--- src/mbc1_pkg.sv ---
// Shared types, codes and helper functions for the MBC1 bank controller.
// No dependencies; imported by every module of the block.
package mbc1_pkg;

  typedef enum logic [2:0] {
    KIND_ROM_READ  = 3'd0,
    KIND_RAM_READ  = 3'd1,
    KIND_RAM_WRITE = 3'd2,
    KIND_READ_FF   = 3'd3,
    KIND_NONE      = 3'd4
  } mbc1_kind_t;

  // Configuration register indexes on the write port
  typedef enum logic [1:0] {
    REG_ROM_BANK_COUNT = 2'd0,
    REG_RAM_BANK_COUNT = 2'd1,
    REG_RAM_PRESENT    = 2'd2,
    REG_RAM_SMALL      = 2'd3
  } mbc1_reg_t;

  localparam int unsigned CfgDataWidth = 8;
  localparam int unsigned MemAddrWidth = 21;
  localparam int unsigned RamAddrWidth = 15;

  localparam logic [7:0] RomBankCountReset = 8'd2;
  localparam logic [3:0] RamEnableKey      = 4'hA;

  typedef struct packed {
    logic [7:0] rom_bank_count;
    logic [2:0] ram_bank_count;
    logic       ram_present;
    logic       ram_small;
  } mbc1_cfg_t;

  typedef struct packed {
    logic       ram_enabled;
    logic [4:0] low_rom_bank;
    logic [1:0] upper_bank;
    logic       banking_mode;
  } mbc1_state_t;

  typedef struct packed {
    mbc1_kind_t                kind;
    logic [MemAddrWidth-1:0]   memory_address;
    logic [7:0]                memory_write_byte;
  } mbc1_result_t;

  // ROM bank mask: half the bank count, capped at 16, OR-ed with one less than itself; all ones when half is zero
  function automatic logic [4:0] bank_mask(input logic [7:0] rom_bank_count);
    logic [4:0] half;
    half = (rom_bank_count[7:1] > 7'd16) ? 5'd16 : rom_bank_count[5:1];
    if (half == 5'd0) begin
      bank_mask = 5'h1F;
    end else begin
      bank_mask = half | (half - 5'd1);
    end
  endfunction

  // Upper ROM bank bits, already placed at bank bits 6:5
  function automatic logic [6:0] upper_bits(input logic [7:0] rom_bank_count,
                                            input logic [1:0] upper_bank);
    if (rom_bank_count <= 8'd32) begin
      upper_bits = 7'd0;
    end else if (rom_bank_count == 8'd64) begin
      upper_bits = {1'b0, upper_bank[0], 5'd0};
    end else begin
      upper_bits = {upper_bank, 5'd0};
    end
  endfunction

endpackage

--- src/mbc1_bank_controller_core.sv ---
// MBC1 cartridge bank controller: turns CPU bus transactions into ROM/RAM byte
// addresses. Each accepted transaction gives exactly one result in the next
// cycle, and a new transaction is taken every cycle while the result register
// is empty or being drained, so the sustained rate is one per clock; only the
// single output register sets that figure. Mapper writes below 0x8000 take
// effect for the next transaction. ROM and RAM themselves sit outside; the
// block only reports the kind of access and the address. Built from mbc1_pkg,
// mbc1_regs and mbc1_map.
module mbc1_bank_controller_core #(
  parameter int unsigned ROM_ADDRESS_BITS = 21
) (
  input  logic                               clk,
  input  logic                               rst,
  // configuration write port
  input  logic                               cfg_we,
  input  mbc1_pkg::mbc1_reg_t                cfg_index,
  input  logic [mbc1_pkg::CfgDataWidth-1:0]  cfg_data,
  // bus transactions in
  input  logic                               s_tvalid,
  output logic                               s_tready,
  input  logic [23:0]                        s_tdata,  // bus_address[15:0], write_byte[23:16]
  input  logic                               s_tuser,  // op (0 read, 1 write)
  // results out
  output logic                               m_tvalid,
  input  logic                               m_tready,
  output logic [31:0]                        m_tdata,  // memory_address[20:0],
                                                       // memory_write_byte[28:21], zero pad
  output logic [2:0]                         m_tuser   // access_kind
);
  import mbc1_pkg::*;

  logic          accept;
  mbc1_cfg_t     cfg;
  mbc1_state_t   state;
  mbc1_result_t  result;
  mbc1_result_t  out_reg;

  assign s_tready = !rst && (!m_tvalid || m_tready);
  assign accept   = s_tvalid && s_tready;

  mbc1_regs u_regs (
    .clk       (clk),
    .rst       (rst),
    .cfg_we    (cfg_we),
    .cfg_index (cfg_index),
    .cfg_data  (cfg_data),
    .map_we    (accept && s_tuser && !s_tdata[15]),
    .map_sel   (s_tdata[14:13]),
    .map_byte  (s_tdata[23:16]),
    .cfg       (cfg),
    .state     (state)
  );

  mbc1_map #(
    .ROM_ADDRESS_BITS (ROM_ADDRESS_BITS)
  ) u_map (
    .op          (s_tuser),
    .bus_address (s_tdata[15:0]),
    .write_byte  (s_tdata[23:16]),
    .cfg         (cfg),
    .state       (state),
    .result      (result)
  );

  always_ff @(posedge clk) begin
    if (rst) begin
      m_tvalid <= 1'b0;
    end else if (accept) begin
      m_tvalid <= 1'b1;
    end else if (m_tready) begin
      m_tvalid <= 1'b0;
    end
  end

  // payload holds while the result waits
  always_ff @(posedge clk) begin
    if (accept) begin
      out_reg <= result;
    end
  end

  assign m_tdata = {3'd0, out_reg.memory_write_byte, out_reg.memory_address};
  assign m_tuser = out_reg.kind;

  // a mapper register write never reaches memory
  a_reg_write_none: assert property (@(posedge clk) disable iff (rst)
    (accept && s_tuser && !s_tdata[15]) |=> (m_tuser == KIND_NONE))
    else $error("mapper write produced a memory access");

  // every ROM window read is a ROM read
  a_rom_read: assert property (@(posedge clk) disable iff (rst)
    (accept && !s_tuser && !s_tdata[15]) |=> (m_tuser == KIND_ROM_READ))
    else $error("ROM window read not mapped to ROM");

  // a store byte appears only with a RAM write
  a_byte_only_on_write: assert property (@(posedge clk) disable iff (rst)
    (m_tvalid && (m_tdata[28:21] != 8'd0)) |-> (m_tuser == KIND_RAM_WRITE))
    else $error("write byte on a non-write result");

  // unmapped windows give no access and no address
  a_unmapped: assert property (@(posedge clk) disable iff (rst)
    (accept && s_tdata[15] && (s_tdata[15:13] != 3'b101))
      |=> (m_tuser == KIND_NONE && m_tdata[20:0] == 21'd0))
    else $error("unmapped address produced an access");

endmodule

--- src/mbc1_regs.sv ---
// Configuration registers and the four mapper registers of the MBC1 controller.
// Depends on mbc1_pkg for the register structs, indexes and bank_mask().
module mbc1_regs (
  input  logic                                clk,
  input  logic                                rst,
  input  logic                                cfg_we,
  input  mbc1_pkg::mbc1_reg_t                 cfg_index,
  input  logic [mbc1_pkg::CfgDataWidth-1:0]   cfg_data,
  input  logic                                map_we,
  input  logic [1:0]                          map_sel,
  input  logic [7:0]                          map_byte,
  output mbc1_pkg::mbc1_cfg_t                 cfg,
  output mbc1_pkg::mbc1_state_t               state
);
  import mbc1_pkg::*;

  always_ff @(posedge clk) begin
    if (rst) begin
      cfg.rom_bank_count <= RomBankCountReset;
      cfg.ram_bank_count <= 3'd0;
      cfg.ram_present    <= 1'b0;
      cfg.ram_small      <= 1'b0;
    end else if (cfg_we) begin
      unique case (cfg_index)
        REG_ROM_BANK_COUNT: cfg.rom_bank_count <= cfg_data[7:0];
        REG_RAM_BANK_COUNT: cfg.ram_bank_count <= cfg_data[2:0];
        REG_RAM_PRESENT:    cfg.ram_present    <= cfg_data[0];
        REG_RAM_SMALL:      cfg.ram_small      <= cfg_data[0];
        default:            ;
      endcase
    end
  end

  // Mapper writes land in one of four 8 KB windows below 0x8000
  always_ff @(posedge clk) begin
    if (rst) begin
      state.ram_enabled  <= 1'b0;
      state.low_rom_bank <= 5'd1;
      state.upper_bank   <= 2'd0;
      state.banking_mode <= 1'b0;
    end else if (map_we) begin
      unique case (map_sel)
        2'd0: state.ram_enabled <= cfg.ram_present && (map_byte[3:0] == RamEnableKey);
        2'd1: begin
          // a zero bank number selects bank one; masking afterwards may still give zero
          if (map_byte[4:0] == 5'd0) begin
            state.low_rom_bank <= 5'd1;
          end else begin
            state.low_rom_bank <= map_byte[4:0] & bank_mask(cfg.rom_bank_count);
          end
        end
        2'd2: state.upper_bank   <= map_byte[1:0];
        2'd3: state.banking_mode <= map_byte[0];
        default: ;
      endcase
    end
  end

endmodule

--- src/mbc1_map.sv ---
// Address decode and bank mapping for one CPU bus transaction.
// Depends on mbc1_pkg for the structs, access kinds and bank helpers.
module mbc1_map #(
  parameter int unsigned ROM_ADDRESS_BITS = 21
) (
  input  logic                   op,
  input  logic [15:0]            bus_address,
  input  logic [7:0]             write_byte,
  input  mbc1_pkg::mbc1_cfg_t    cfg,
  input  mbc1_pkg::mbc1_state_t  state,
  output mbc1_pkg::mbc1_result_t result
);
  import mbc1_pkg::*;

  localparam logic [MemAddrWidth-1:0] RomMask =
    MemAddrWidth'((64'd1 << ROM_ADDRESS_BITS) - 64'd1);

  logic [6:0]              upper;
  logic [6:0]              rom_bank;
  logic [MemAddrWidth-1:0] rom_address;
  logic [RamAddrWidth-1:0] ram_address;
  logic                    rom_window;
  logic                    ram_window;
  logic                    ram_usable;

  assign upper      = upper_bits(cfg.rom_bank_count, state.upper_bank);
  assign rom_window = ~bus_address[15];
  assign ram_window = (bus_address[15:13] == 3'b101);
  assign ram_usable = state.ram_enabled && (cfg.ram_bank_count != 3'd0);

  always_comb begin
    if (!bus_address[14]) begin
      rom_bank = state.banking_mode ? upper : 7'd0;
    end else begin
      rom_bank = {2'b00, state.low_rom_bank & bank_mask(cfg.rom_bank_count)} | upper;
    end
    rom_address = {rom_bank, bus_address[13:0]} & RomMask;
  end

  always_comb begin
    if (cfg.ram_bank_count == 3'd1) begin
      ram_address = cfg.ram_small ? {4'd0, bus_address[10:0]} : {2'd0, bus_address[12:0]};
    end else if (state.banking_mode) begin
      ram_address = {state.upper_bank, bus_address[12:0]};
    end else begin
      ram_address = {2'd0, bus_address[12:0]};
    end
  end

  always_comb begin
    result.kind              = KIND_NONE;
    result.memory_address    = '0;
    result.memory_write_byte = '0;
    priority if (rom_window) begin
      if (!op) begin
        result.kind           = KIND_ROM_READ;
        result.memory_address = rom_address;
      end
    end else if (ram_window) begin
      if (!ram_usable) begin
        result.kind = op ? KIND_NONE : KIND_READ_FF;
      end else begin
        result.memory_address = {{(MemAddrWidth-RamAddrWidth){1'b0}}, ram_address};
        if (op) begin
          result.kind              = KIND_RAM_WRITE;
          result.memory_write_byte = write_byte;
        end else begin
          result.kind = KIND_RAM_READ;
        end
      end
    end else begin
      result.kind = KIND_NONE;
    end
  end

endmodule
--- config.mk ---
export PLATFORM = sky130hd
export DESIGN_NAME = mbc1_bank_controller_core
export DESIGN_NICKNAME = d
export VERILOG_FILES = /design/src/mbc1_pkg.sv /design/src/mbc1_bank_controller_core.sv /design/src/mbc1_regs.sv /design/src/mbc1_map.sv
export SDC_FILE = /design/constraint.sdc
export NUM_CORES = 1
export LEC_CHECK = 0
export ABC_AREA = 0
export BUFFER_PORTS_ARGS = -buffer_cell sky130_fd_sc_hd__buf_2
export CAP_MARGIN = 20
export CORE_ASPECT_RATIO = 0.7
export CORE_MARGIN = 2
export CORE_UTILIZATION = 50
export DETAILED_ROUTE_END_ITERATION = 8
export PLACE_DENSITY = 0.9
export SLEW_MARGIN = 15
export SYNTH_ARGS = -nofsm -noshare
export SYNTH_HDL_FRONTEND = slang
export SYNTH_HIERARCHICAL = 1
export SYNTH_SLANG_ARGS = --single-unit
--- constraint.sdc ---
create_clock -name clk -period 4.5 [get_ports clk]
set_input_delay 1.125 -clock clk [delete_from_list [all_inputs] [get_ports clk]]
set_output_delay 1.125 -clock clk [all_outputs]
set_load 0.005 [all_outputs]
# Yosys cells after proc, flatten, opt, wreduce, memory -nomap -nowiden
# Cells that the tools add are included.
op_classes:
  addsub: 1
  order_cmp: 2
  eq_ne: 10
  n_mux: 26
  bitwise_logic: 4
  reduce_logical: 25
op_table:
  columns: ["op", "n"]
  rows:
  - ["$mux W24", 2]
  - ["$mux W23", 2]
  - ["$mux W5", 8]
  - ["$mux W15", 2]
  - ["$mux W7", 4]
  - ["$reduce_and A2 Y1", 8]
  - ["$mux W13", 1]
  - ["$and A5 B5 Y5", 2]
  - ["$logic_not A5 Y1", 2]
  - ["$mux W3", 3]
  - ["$eq A2 B2 Y1 const B", 4]
  - ["$eq A8 B7 Y1 const B", 1]
  - ["$le A8 B6 Y1 const B", 1]
  - ["$mux W8", 1]
  - ["$gt A7 B5 Y1 const B", 1]
  - ["$or A5 B7 Y7", 1]
  - ["$logic_and A1 B1 Y1", 6]
  - ["$or A5 B5 Y5", 1]
  - ["$sub A5 B1 Y5 const B", 1]
  - ["$eq A2 B1 Y1 const B", 2]
  - ["$eq A4 B4 Y1 const B", 1]
  - ["$logic_not A2 Y1", 2]
  - ["$reduce_and A4 Y1", 1]
  - ["$eq A3 B1 Y1 const B", 1]
  - ["other kinds (7)", 10]
word_totals:
  regBits: 55

# Depth between registers and ports, before layout
# Gate-level depths: netlist of run 1.
logic_depth:
  word_depth: 11
  mapped_depth: 5

# By module
# Netlist of run 1, hierarchy kept.
modules_own_cells:
  columns: ["module", "n_inst", "cells_per_inst", "area_each_um2"]
  rows:
  - ["mbc1_bank_controller_core", 1, 43, 1058.5]
  - ["mbc1_regs", 1, 86, 875.8]
  - ["mbc1_map", 1, 58, 401.6]

# Worst setup path after synthesis of run 1
# OpenSTA, ideal clock, no wires.
synth_path:
  kind: "input port to flip-flop"
  from: "input m_tready"
  to: "register out_reg, in the netlist m_tdata[0], enable pin"
  setup_time_ns: 0.468
  t_arrival_ns: 3.560
  required_ns: 4.032
  slack_ns: 0.472
  path_stages: 2
  n_path_buf: 0
  cell_sequence: "nor2b_2 -> nor3b_1"
synth_via:
  elab_chain_len: 3
synth_rtl:
  columns: ["item", "line_no", "text"]
  rows:
  - ["start: declaration", "mbc1_bank_controller_core.sv:25", "input logic m_tready,"]
  - ["$logic_or A1 B1 Y1", "mbc1_bank_controller_core.sv:38", "assign s_tready = !rst && (!m_tvalid || m_tready);"]
  - ["$logic_and A1 B1 Y1", "mbc1_bank_controller_core.sv:38", null]
  - ["$logic_and A1 B1 Y1", "mbc1_bank_controller_core.sv:39", "assign accept = s_tvalid && s_tready;"]
  - ["named net accept", "mbc1_bank_controller_core.sv:32", "logic accept;"]
  - ["end signal: assignment", "mbc1_bank_controller_core.sv:78", "out_reg <= result;"]
  - ["end: declaration", "mbc1_bank_controller_core.sv:36", "mbc1_result_t out_reg;"]
# The timed path passes the listed nets, and every way through them passes these cells.
# A chain may end at the register's enable or synchronous reset.

# Worst setup path after layout of run 1
layout_path:
  from: "input rst"
  to: "output s_tready"
layout_via:
  elab_chain_len: 2
layout_rtl:
  columns: ["item", "line_no", "text"]
  rows:
  - ["start: declaration", "mbc1_bank_controller_core.sv:13", "input logic rst,"]
  - ["$logic_not A1 Y1", "mbc1_bank_controller_core.sv:38", null]
  - ["$logic_and A1 B1 Y1", "mbc1_bank_controller_core.sv:38", null]
  - ["end: declaration", "mbc1_bank_controller_core.sv:20", "output logic s_tready,"]
# No other way between the ends.

==> out/metrics.sh, run 1 <==
FLOORPLAN.INITIALDENSITY_PCT=53.0
SYNTH-ASYNC-RESET-RATIO_PCT=0
FINCLKSKEW_PS=16.0
DETAILEDROUTE.FIRSTPASSITERATIONCOUNT=4
SYNTH_TOP_CELL_BY_AREA='edfxtp_1'
DPL-INSTANCE-AREA_UM2=2760
SYNTH_WARNINGS=6
SHARE_SEQ_OF_TOTAL_POWER_PCT=59.5
WORST_PATH_LARGEST_CELL_DELAY_PS=350
POST_LAYOUT_NONFILLER_INSTANCES=319
AREA_GROWTH_PCT=22.0
YOSYS.AREA_SHARE.XOR_XNOR_PCT=0
IRDROPWORSTVDD_V=0.000246
CTSRESIZECOUNT=0
CP_SLOWEST_CELL='buf_2'
CRITICAL_PATH_REQUIRED_PS=3380
R2R_END='u_regs/state[8]'
DATA_ARRIVAL_TIME_OF_THE_CRITICAL_PATH_PS=1720
FINAL.FILL_COUNT=355
P_SW_SHARE_PCT=24.9
PLACEDCELLCOUNT=311
SYNTH.LIB_CELLS_USED.DISTINCT=42
SYNTH_SEQ_CELLS=55
POST-ROUTE-PERIOD-UTIL_PCT=63.1
ANT_NETS=0
SLEW_HEADROOM_PCT=47.3
GRT_REMAINING_OVERFLOW=0
YS_TOP_CELLS_BY_AREA='edfxtp_1, dfxtp_1, mux2i_1, and2_1, nor2_1'
DIEHEIGHT_UM=61.2
FINAL_CELL_AREA_UM2=2850
MULTI_INPUT_AREA_UM2=862
CPMOSTUSEDCELL='buf_2'
WORST_R2R_PATH_DEPTH=5
POST-CTS-SETUP-BUFFERS=0
P_PER_AREA_nW_PER_UM2=329
MAPPEDNETLISTAREA_UM2=2340
CTS_SINKS=55
DRT-WIRELENGTH-PER-CELL_UM=15.3
DETAIL_ROUTE.DRC_VIOLATIONS=0
CORE_REGION_AREA_UM2=4400
POWER.NET_SWITCHING_mW=0.233
GRT_START_MAX_NET_PINS=28
POWER.SHARE.CLOCK_PCT=31.0
TIGHTESTPINTRANSITION_PS=791
GRT_ANTENNA_BEFORE_REPAIR=0
PATH_CELLS='buf_2 -> nor2_1 -> buf_2'
YOSYS.AREA_SHARE.SIMPLE_PCT=20.3
SYNTH-EDFF-COUNT=32
WORST_SKEW_PAIR.LATE_LATENCY_PS=330
CTS-BUFFERS-INSERTED=5
CTS_HOLD_BUF=0
SYNTH_TOP_FAMILY_BY_AREA='simple AND/OR/NAND/NOR gates'
CRITPATHTOPFAMILY='buffers and inverters'
INTPOWER_mW=0.705
FINALWORSTPATHREQUIREDPERIOD_PS=2840
CHIPWIDTH_UM=85.7
PIN_COUNT=77
WORST_SETUP_PATH_START_KIND='primary input'
MAX-CLOCK-PATH-BUFFERS=2
DIE_AREA_UM2=5240
CTS_ROOT_BUFFER='clkbuf_8'
FMAX_GHz=0.352
FRACTION_OF_FINAL_LAYOUT_CELLS_SIZED_BEYOND_DRIVE_STRENGTH_1_PCT=35.2
WORST-SETUP-PATH-TYPE='in -> out'
LAYOUT_COMMON_CELLS='buf_2, edfxtp_1, nor2_1'
R2R_START='m_tvalid'
HOLD_VIOL=0
FINAL_MAX_SLEW_VIOL_COUNT=0
WHS_PS=485
CLK_PIN_SLEW_WORST_PATHS_PS=100
TIMING.CRITICAL_PATH.FROM='rst'
WORSTPATHBUFFERINVERTERCOUNT=2
WIRE_LENGTH_OF_THE_FIRST_GLOBAL_ROUTING_PASS_UM=7640
WORST_SETUP_EP='s_tready'
TOTALNEGATIVESETUPSLACK_PS=0
NUM_VIAS=1742
VIAS_PER_CELL=5.46
MOSTFREQUENTLAYOUTCELL='buf_2'
SYNTH_TOP_AREA_SHARE_PCT=41.1
ENDPOINT_KIND='primary output'
GP_CONGESTION=0.812
POST_ROUTE_UTILIZATION_PCT=64.7
SYNTH_SEQUENTIAL_AREA_RATIO_PCT=60.8
POWER.COMBINATIONAL.FRACTION_PCT=9.5
SETUP_REPAIR_AFTER_GLOBAL_ROUTING_MISSED_ITS_MARGIN='false'
TOTALWIRELENGTH_UM=4880
SYNTHESIS.INSTANCES=187
DESIGN.FINAL.NETS=304
GRT_PASS1_VIAS=1626
CTSHTREEMAXLEVEL=2
NUMBER_OF_CORE_ROWS=20
GLOBALROUTETOTALUTIL_PCT=19.4
NUMPORTBUFFERS=73
FINALSETUPVIOLATIONS=0
YOSYS.AREA_SHARE.ADDER_PCT=0.536
CTS_TREE='yes'
TOP_REG_CELL_SYNTH='edfxtp_1'
MUXSHAREOFSYNTHAREA_PCT=6.43
DRT_ITER0_MARKERS=100
REGISTER_AREA_UM2=1420
R2R_SETUP_SLACK_PS=2640
COMPOUND_GATE_PORTION_OF_THE_SYNTHESIZED_AREA_PCT=8.94
DRV_CAP=0
TIMING.CRITICAL_PATH.FANOUT_MAX=24
PLACED_WIRE_LENGTH_ESTIMATE_AFTER_DETAILED_PLACEMENT_UM=3600
STATUS='finished, final reports clean'
ANTENNA-DIODE-COUNT=0
LEAKAGEPOWER_nW=1.23
HOLD_PATH.CLASS='reg -> reg'
POSTSYNTHAREAPERCELL_UM2=12.5
CP.DEPTH=3
[sequential cells by signal (all words and copies together) (netlist names)]
name          count
u_regs/cfg       13
m_tdata          29
m_tuser           3
u_regs/state      9
m_tvalid          1
[Yosys cell counts (2+ instances only)]
library cell and number:
edfxtp_1 32, a22o_1 2, nor3b_1 2, mux2i_1 15, nand3b_1 5, a32o_1 4, nor3_1 6, nand4b_1 2
nand2_1 3, o211ai_1 2, and2_1 20, nor2_1 25, buf_4 3, clkbuf_1 4, o21ba_2 2, o311a_1 3
dfxtp_1 23, nand2b_1 2, and3_1 3, nand3_1 2, inv_1 6
[power groups by stage]
stage               Sequential, mW  Combinational, mW  Clock [mW]
global placement             0.569             0.0857           0
detailed placement           0.570             0.0887           0
finish                       0.558             0.0893       0.291
floorplan                    0.571             0.0423           0
CTS                          0.558             0.0893       0.297
global route                 0.560             0.0977       0.313
[worst min path at each step]
stage                    start  cells past startpoint              end  slack [ps]
2_1_floorplan  u_regs/state[7]                      1  u_regs/state[7]         430
3_3_place_gp   u_regs/state[7]                      1  u_regs/state[7]         440
3_5_place_dp   u_regs/state[3]                      2  u_regs/state[3]         470
4_1_cts        u_regs/state[3]                      2  u_regs/state[3]         480
5_1_grt        u_regs/state[3]                      2  u_regs/state[3]         510
6_report       u_regs/state[3]                      2  u_regs/state[3]         490
[routing by layer]
metal | routed length [um] | vias to the layer above | track usage [%]
li1 | - | 835 | -
met1 | 2210 | 827 | 25.8
met2 | 2220 | 74 | 30.7
met3 | 387 | 6 | 5.09
met4 | 57 | 0 | 8.16
met5 | 0 | - | 0
[worst register-to-register path, stage by stage (launching register included)]
cell	delay, ps
dfxtp_1	320
nor2b_2	180
nor4b_2	370
or3b_1	400
or4_1	480
nand2_1	90
[area by class of cell]
type | instances | area share, %
inverters | 6 | 0.790
multi-input cells | 120 | 30.2
well taps | 55 | 2.41
clock buffers | 5 | 2.41
clock inverters | 3 | 0.922
flip-flops and latches | 55 | 49.9
repair buffers | 75 | 13.3
[cell families (layout without fill, tap and decap cells)]
logic type	after synthesis	count (layout)
other cells	1	3
flops	55	55
simple gates	80	80
mux	15	15
buf+inv	14	89
fa+ha+maj	1	1
compound gates	21	21
[per-stage QoR]
step	power (mW)	worst slack (ps)
2_1_floorplan	0.613	472
3_3_place_gp	0.655	1680
3_5_place_dp	0.658	1650
4_1_cts	0.944	1650
5_1_grt	0.971	1600
6_report	0.938	1660
No activity file was read; power rests on OpenSTA's default activity.
==> run 2, diff against run 1 <==
--- a/config.mk
+++ b/config.mk
@@ -10,9 +10,9 @@
 export CAP_MARGIN = 20
 export CORE_ASPECT_RATIO = 0.7
 export CORE_MARGIN = 2
-export CORE_UTILIZATION = 50
+export CORE_UTILIZATION = 45
 export DETAILED_ROUTE_END_ITERATION = 8
-export PLACE_DENSITY = 0.9
+export PLACE_DENSITY = 0.86
 export SLEW_MARGIN = 15
 export SYNTH_ARGS = -nofsm -noshare
 export SYNTH_HDL_FRONTEND = slang
==> constraint.sdc (replaced) <==
create_clock -name clk -period 2.5 [get_ports clk]
set_input_delay 0.625 -clock clk [delete_from_list [all_inputs] [get_ports clk]]
set_output_delay 0.625 -clock clk [all_outputs]
set_load 0.005 [all_outputs]
==> run 2 against run 1 <==
Routed wire length decreased by 2.7%. Clock-buffer cell count did not move. Sequential share of layout area is 1.3 points lower. Worst setup slack got worse by 1000 ps. Largest cell class unchanged.
==> out/metrics.sh, run 2 (same netlist as run 1, synthesis figures left out) <==
STATUS='finished, final reports clean'
DRT-WIRELENGTH-PER-CELL_UM=14.1  # -7.6%
IRDROPWORSTVDD_V=0.000335  # +36%
WORSTPATHBUFFERINVERTERCOUNT=1  # -1
P_PER_AREA_nW_PER_UM2=598  # +82%
CORE_REGION_AREA_UM2=4890  # +11%
ANTENNA-DIODE-COUNT=0  # unchanged
DIEHEIGHT_UM=64.3  # +5.1%
POST-CTS-SETUP-BUFFERS=0  # unchanged
FINALSETUPVIOLATIONS=0  # unchanged
TOTALWIRELENGTH_UM=4750  # -2.7%
DETAIL_ROUTE.DRC_VIOLATIONS=0  # unchanged
DRT_ITER0_MARKERS=127  # +27%
LEAKAGEPOWER_nW=1.26  # +2.4%
CRITICAL_PATH_REQUIRED_PS=2760  # -620 ps
CP.DEPTH=6  # +3
ANT_NETS=0  # unchanged
FINAL_MAX_SLEW_VIOL_COUNT=0  # unchanged
WORST_SKEW_PAIR.LATE_LATENCY_PS=310  # -20 ps
GP_CONGESTION=0.801  # -1.4%
VIAS_PER_CELL=5.00  # -8.5%
SETUP_REPAIR_AFTER_GLOBAL_ROUTING_MISSED_ITS_MARGIN='false'
PIN_COUNT=77  # unchanged
ENDPOINT_KIND='flip-flop'
PATH_CELLS='buf_2 -> nand2b_1 -> nor4b_2 -> or3b_1 -> or4_1 -> nand2_1'
WORST-SETUP-PATH-TYPE='in -> reg'
GRT_START_MAX_NET_PINS=28  # unchanged
CTS_TREE='yes'
CLK_PIN_SLEW_WORST_PATHS_PS=100  # about the same
FRACTION_OF_FINAL_LAYOUT_CELLS_SIZED_BEYOND_DRIVE_STRENGTH_1_PCT=36.0  # +0.73 points
FLOORPLAN.INITIALDENSITY_PCT=47.8  # -5.2 points
GRT_PASS1_VIAS=1668  # +2.6%
AREA_GROWTH_PCT=25.3
CRITPATHTOPFAMILY='simple AND/OR/NAND/NOR gates'
HOLD_PATH.CLASS='reg -> reg'
CTSRESIZECOUNT=0  # unchanged
FINALWORSTPATHREQUIREDPERIOD_PS=1850
POST-ROUTE-PERIOD-UTIL_PCT=73.9
CP_SLOWEST_CELL='or4_1'
MAX-CLOCK-PATH-BUFFERS=2  # unchanged
FMAX_GHz=0.541
CTS_ROOT_BUFFER='clkbuf_8'
NUMPORTBUFFERS=73  # unchanged
GRT_REMAINING_OVERFLOW=0  # unchanged
CTS_HOLD_BUF=0  # unchanged
TIMING.CRITICAL_PATH.FANOUT_MAX=4  # -83%
REGISTER_AREA_UM2=1420  # unchanged
TOTALNEGATIVESETUPSLACK_PS=0  # unchanged
POST_ROUTE_UTILIZATION_PCT=59.9  # -4.8 points
TIGHTESTPINTRANSITION_PS=746  # -45.0 ps
FLIP_FLOP_COUNT_OF_THE_LARGEST_REGISTER_ALL_COPIES_AND_WORDS_ADDED=29  # unchanged
WIRE_LENGTH_OF_THE_FIRST_GLOBAL_ROUTING_PASS_UM=7910  # +3.5%
CTSHTREEMAXLEVEL=2  # unchanged
DIE_AREA_UM2=5790  # +10%
MOSTFREQUENTLAYOUTCELL='buf_2'
GRT_ANTENNA_BEFORE_REPAIR=0  # unchanged
DETAILEDROUTE.FIRSTPASSITERATIONCOUNT=4  # unchanged
DRV_CAP=0  # unchanged
CHIPWIDTH_UM=90.1  # +5.2%
MULTI_INPUT_AREA_UM2=868  # +0.73%
DATA_ARRIVAL_TIME_OF_THE_CRITICAL_PATH_PS=2110  # +390 ps
WORST_R2R_PATH_DEPTH=5  # unchanged
WORST_SETUP_PATH_START_KIND='primary input'
CTS-BUFFERS-INSERTED=5  # unchanged
FINCLKSKEW_PS=6.24  # -9.79 ps
SLEW_HEADROOM_PCT=50.3  # +3.0 points
PLACED_WIRE_LENGTH_ESTIMATE_AFTER_DETAILED_PLACEMENT_UM=3580  # -0.56%
WORST_PATH_LARGEST_CELL_DELAY_PS=470  # +120 ps
FINAL.FILL_COUNT=420  # +18%
CTS_SINKS=55  # unchanged
LAYOUT_COMMON_CELLS='buf_2, edfxtp_1, nor2_1'
NUMBER_OF_CORE_ROWS=21  # +5.0%
GLOBALROUTETOTALUTIL_PCT=17.7  # -1.7 points
NUM_VIAS=1679  # -3.6%
HOLD_VIOL=0  # unchanged
DESIGN.FINAL.NETS=307  # +0.99%
WHS_PATH_DEPTH=1  # -1
-- run 2: cell count changes in the layout (fill, tap and decap cells not counted), sizes merged --
cell    before  now
bufinv       0    1
buf         75   78
clkinv       1    2
inv          8    6
-- run 2: routing by layer --
| metal | global-route usage [%] | vias to the layer above | part of all wire [%] |
|---|---|---|---|
| met5 | 0 | - | 0 |
| met4 | 6.73 | 0 | 1.3 |
| met3 | 5.78 | 7 | 8.2 |
| met2 | 27.3 | 63 | 44 |
| met1 | 23.4 | 764 | 46 |
| li1 | - | 845 | - |
-- run 2: final timing paths --
path                    from              end  slack [ps]
max              s_tdata[15]  u_regs/state[8]         650
min          u_regs/state[7]  u_regs/state[7]         470
max reg2reg         m_tvalid  u_regs/state[8]         700
min reg2reg  u_regs/state[7]  u_regs/state[7]         470
-- run 2: area by class of cell --
class / count / area share (%)
timing repair buffer: 78 / 14.2
clock inverter: 3 / 1.50
inverter: 6 / 0.770
sequential: 55 / 48.6
clock buffer: 5 / 2.35
multi-input combinational: 120 / 29.7
tap: 69 / 2.95
-- run 2: stage by stage --
| stage | setup slack [ps] | cells | instance area [um^2] | hold slack [ps] | power [mW] |
|---|---|---|---|---|---|
| after detailed placement | 324 | 328 | 2810 | 450 | 1.19 |
| after global placement | 387 | 328 | 2810 | 441 | 1.18 |
| final | 652 | 336 | 2930 | 470 | 1.75 |
| after floorplan | 105 | 189 | 2350 | 434 | 1.10 |
| after CTS | 655 | 336 | 2930 | 473 | 1.77 |
| after global routing | 531 | 336 | 2930 | 505 | 1.82 |
-- run 2: power by group --
part	internal [mW]	switching, mW	leakage [nW]
clock	0.298	0.285	0.0581
sequential	0.988	0.0165	0.484
combinational	0.0787	0.0853	0.714
total	1.36	0.387	1.26
-- run 2: worst reg2reg max path, cell delays in order, from the launching register on --
cell and delay (ps):
dfxtp_1 320, nor2b_2 190, nor4b_2 290, or3b_1 410, or4_1 470, nand2_1 80
==> run 3, diff against run 2 <==
--- a/config.mk
+++ b/config.mk
@@ -10,9 +10,9 @@
 export CAP_MARGIN = 20
 export CORE_ASPECT_RATIO = 0.7
 export CORE_MARGIN = 2
-export CORE_UTILIZATION = 45
+export CORE_UTILIZATION = 50
 export DETAILED_ROUTE_END_ITERATION = 8
-export PLACE_DENSITY = 0.86
+export PLACE_DENSITY = 0.9
 export SLEW_MARGIN = 15
 export SYNTH_ARGS = -nofsm -noshare
 export SYNTH_HDL_FRONTEND = slang
==> constraint.sdc (replaced) <==
create_clock -name clk -period 1.75 [get_ports clk]
set_input_delay 0.4375 -clock clk [delete_from_list [all_inputs] [get_ports clk]]
set_output_delay 0.4375 -clock clk [all_outputs]
set_load 0.005 [all_outputs]
==> run 3 against run 2 <==
Via count increased by 2.9%. Hold slack got worse by 110 ps. Sequential power grew 43%. Die area decreased by 9.5%. Combinational power grew 54%. Critical path depth is 1 lower. Register-to-register slack got worse by 650 ps. Global-route usage is 0.68 points higher.
==> out/metrics.sh, run 3 (same netlist as run 1, synthesis figures left out) <==
R2R_SETUP_SLACK_PS=50  # -650 ps
DATA_ARRIVAL_TIME_OF_THE_CRITICAL_PATH_PS=1960  # -150 ps
R2R_START='m_tvalid'
R2R_END='u_regs/state[8]'
DIE_AREA_UM2=5240  # -9.5%
SLEW_HEADROOM_PCT=55.0  # +4.7 points
P_PER_AREA_nW_PER_UM2=802  # +34%
FMAX_GHz=0.588
GRT_ANTENNA_BEFORE_REPAIR=0  # unchanged
FLIP_FLOP_COUNT_OF_THE_LARGEST_REGISTER_ALL_COPIES_AND_WORDS_ADDED=29  # unchanged
NUMPORTBUFFERS=73  # unchanged
AREA_GROWTH_PCT=26.5
DESIGN.FINAL.NETS=313  # +2.0%
GRT_PASS1_VIAS=1574  # -5.6%
LEAKAGEPOWER_nW=1.28  # +2.3%
CHIPWIDTH_UM=85.7  # -4.9%
CTS_ROOT_BUFFER='clkbuf_8'
PLACED_WIRE_LENGTH_ESTIMATE_AFTER_DETAILED_PLACEMENT_UM=3670  # +2.6%
DETAIL_ROUTE.DRC_VIOLATIONS=0  # unchanged
DRT_ITER0_MARKERS=111  # -13%
FINALSETUPVIOLATIONS=0  # unchanged
IRDROPWORSTVDD_V=0.000567  # +70%
NUMBER_OF_CORE_ROWS=20  # -4.8%
SETUP_REPAIR_AFTER_GLOBAL_ROUTING_MISSED_ITS_MARGIN='false'
TIGHTESTPINTRANSITION_PS=670  # -76.3 ps
DRT-WIRELENGTH-PER-CELL_UM=14.8  # +5.0%
HOLD_PATH.CLASS='in -> reg'
WORST_R2R_PATH_DEPTH=5  # unchanged
FINAL.FILL_COUNT=336  # -20%
TIMING.HOLD.WORST.START='cfg_data[1]'
WIRE_LENGTH_OF_THE_FIRST_GLOBAL_ROUTING_PASS_UM=7390  # -6.6%
HOLD_VIOL=0  # unchanged
VIAS_PER_CELL=5.27  # +5.4%
FRACTION_OF_FINAL_LAYOUT_CELLS_SIZED_BEYOND_DRIVE_STRENGTH_1_PCT=37.4  # +1.4 points
WORST_SETUP_PATH_START_KIND='flip-flop'
WORST_SKEW_PAIR.LATE_LATENCY_PS=310  # about the same
GP_CONGESTION=0.819  # +2.3%
DRV_CAP=0  # unchanged
PIN_COUNT=77  # unchanged
FINALWORSTPATHREQUIREDPERIOD_PS=1700
CTS-BUFFERS-INSERTED=5  # unchanged
TOTALWIRELENGTH_UM=4870  # +2.5%
MOSTFREQUENTLAYOUTCELL='buf_2'
FINCLKSKEW_PS=6.83  # +0.589 ps
ANTENNA-DIODE-COUNT=0  # unchanged
CTS_SINKS=55  # unchanged
WHS_PATH_DEPTH=2  # +1
ANT_NETS=0  # unchanged
GRT_START_MAX_NET_PINS=30  # +7.1%
NUM_VIAS=1728  # +2.9%
MAX-CLOCK-PATH-BUFFERS=2  # unchanged
GLOBALROUTETOTALUTIL_PCT=18.4  # +0.68 points
TIMING.CRITICAL_PATH.FANOUT_MAX=2  # -2
FINAL_MAX_SLEW_VIOL_COUNT=0  # unchanged
WORST-SETUP-PATH-TYPE='reg -> reg'
CORE_REGION_AREA_UM2=4400  # -9.9%
LAYOUT_COMMON_CELLS='buf_2, edfxtp_1, nor2_1'
GRT_REMAINING_OVERFLOW=0  # unchanged
CRITICAL_PATH_REQUIRED_PS=2010  # -750 ps
CLK_PIN_SLEW_WORST_PATHS_PS=100  # about the same
POST-ROUTE-PERIOD-UTIL_PCT=97.1
TOTAL_POWER_mW=2.37  # +35%
DIEHEIGHT_UM=61.2  # -4.8%
DETAILEDROUTE.FIRSTPASSITERATIONCOUNT=4  # unchanged
WHS_PS=355  # -115 ps
ENDPOINT_KIND='flip-flop'
CTSHTREEMAXLEVEL=2  # unchanged
POST-CTS-SETUP-BUFFERS=0  # unchanged
TIMING.HOLD.WORST_ENDPOINT='u_regs/cfg[6]'
STATUS='finished, final reports clean'
FLOORPLAN.INITIALDENSITY_PCT=53.0  # +5.2 points
CTS_TREE='yes'
## run 3: cell types whose count changed in the layout (fill, tap and decap cells not counted), sizes merged
cell	previous run	this run
clkbuf	5	6
buf	78	84
bufinv	1	0
## run 3: routing by layer
layer	GRT usage [%]	share of wire [%]	up-vias
met5	0	0	-
met4	5.22	0.70	0
met3	4.83	7.7	4
met2	29.9	47	66
met1	25.0	45	803
li1	-	-	855
## run 3: how the worst max path moves through the flow
stage	startpoint	endpoint	depth (start not counted)	slack (ps)
detailed placement	s_tdata[15]	u_regs/state[8]	6	-160
global placement	s_tdata[15]	u_regs/state[8]	6	-110
floorplan	m_tready	m_tdata[0]	2	-30
global route	m_tvalid	u_regs/state[8]	5	2
finish	m_tvalid	u_regs/state[8]	5	50
CTS	m_tvalid	u_regs/state[8]	5	50
## run 3: repair_timing
action,in CTS,in global routing
hold buffers,0,0
gates resized for setup,0,1
setup endpoints to repair,0,1
## run 3: stage by stage
stage,cell area [um^2],setup slack [ps],utilization (%),TNS [ps],cells
3_3_place_gp,2860,-113,65.0,-113,320
3_5_place_dp,2860,-162,65.0,-275,320
6_report,2950,50.7,67.1,0,328
2_1_floorplan,2380,-33.1,-,-1080,189
4_1_cts,2950,47.3,66.9,0,328
5_1_grt,2950,1.92,67.1,0,328
## run 3: layout make-up
| type | instances | area [um^2] | share of cell area (%) |
|---|---|---|---|
| Clock buffer | 6 | 72.6 | 2.46 |
| Clock inverter | 2 | 12.5 | 0.424 |
| Inverter | 6 | 22.5 | 0.762 |
| Multi-Input combinational cell | 120 | 896 | 30.3 |
| Sequential cell | 55 | 1420 | 48.1 |
| Tap cell | 55 | 68.8 | 2.33 |
| Timing Repair Buffer | 84 | 460 | 15.6 |
## run 3: where the power goes
group / leakage [nW] / total (mW) / internal (mW) / switching (mW)
clock: 0.0428 / 0.680 / 0.281 / 0.399
combinational: 0.758 / 0.253 / 0.125 / 0.128
sequential: 0.484 / 1.43 / 1.41 / 0.0235
## run 3: worst max-delay path: stages, from the launching register on
cell	delay, ps
dfxtp_1	320
nor2b_4	130
nor4b_4	250
or3b_1	390
or4_1	480
nand2_1	90
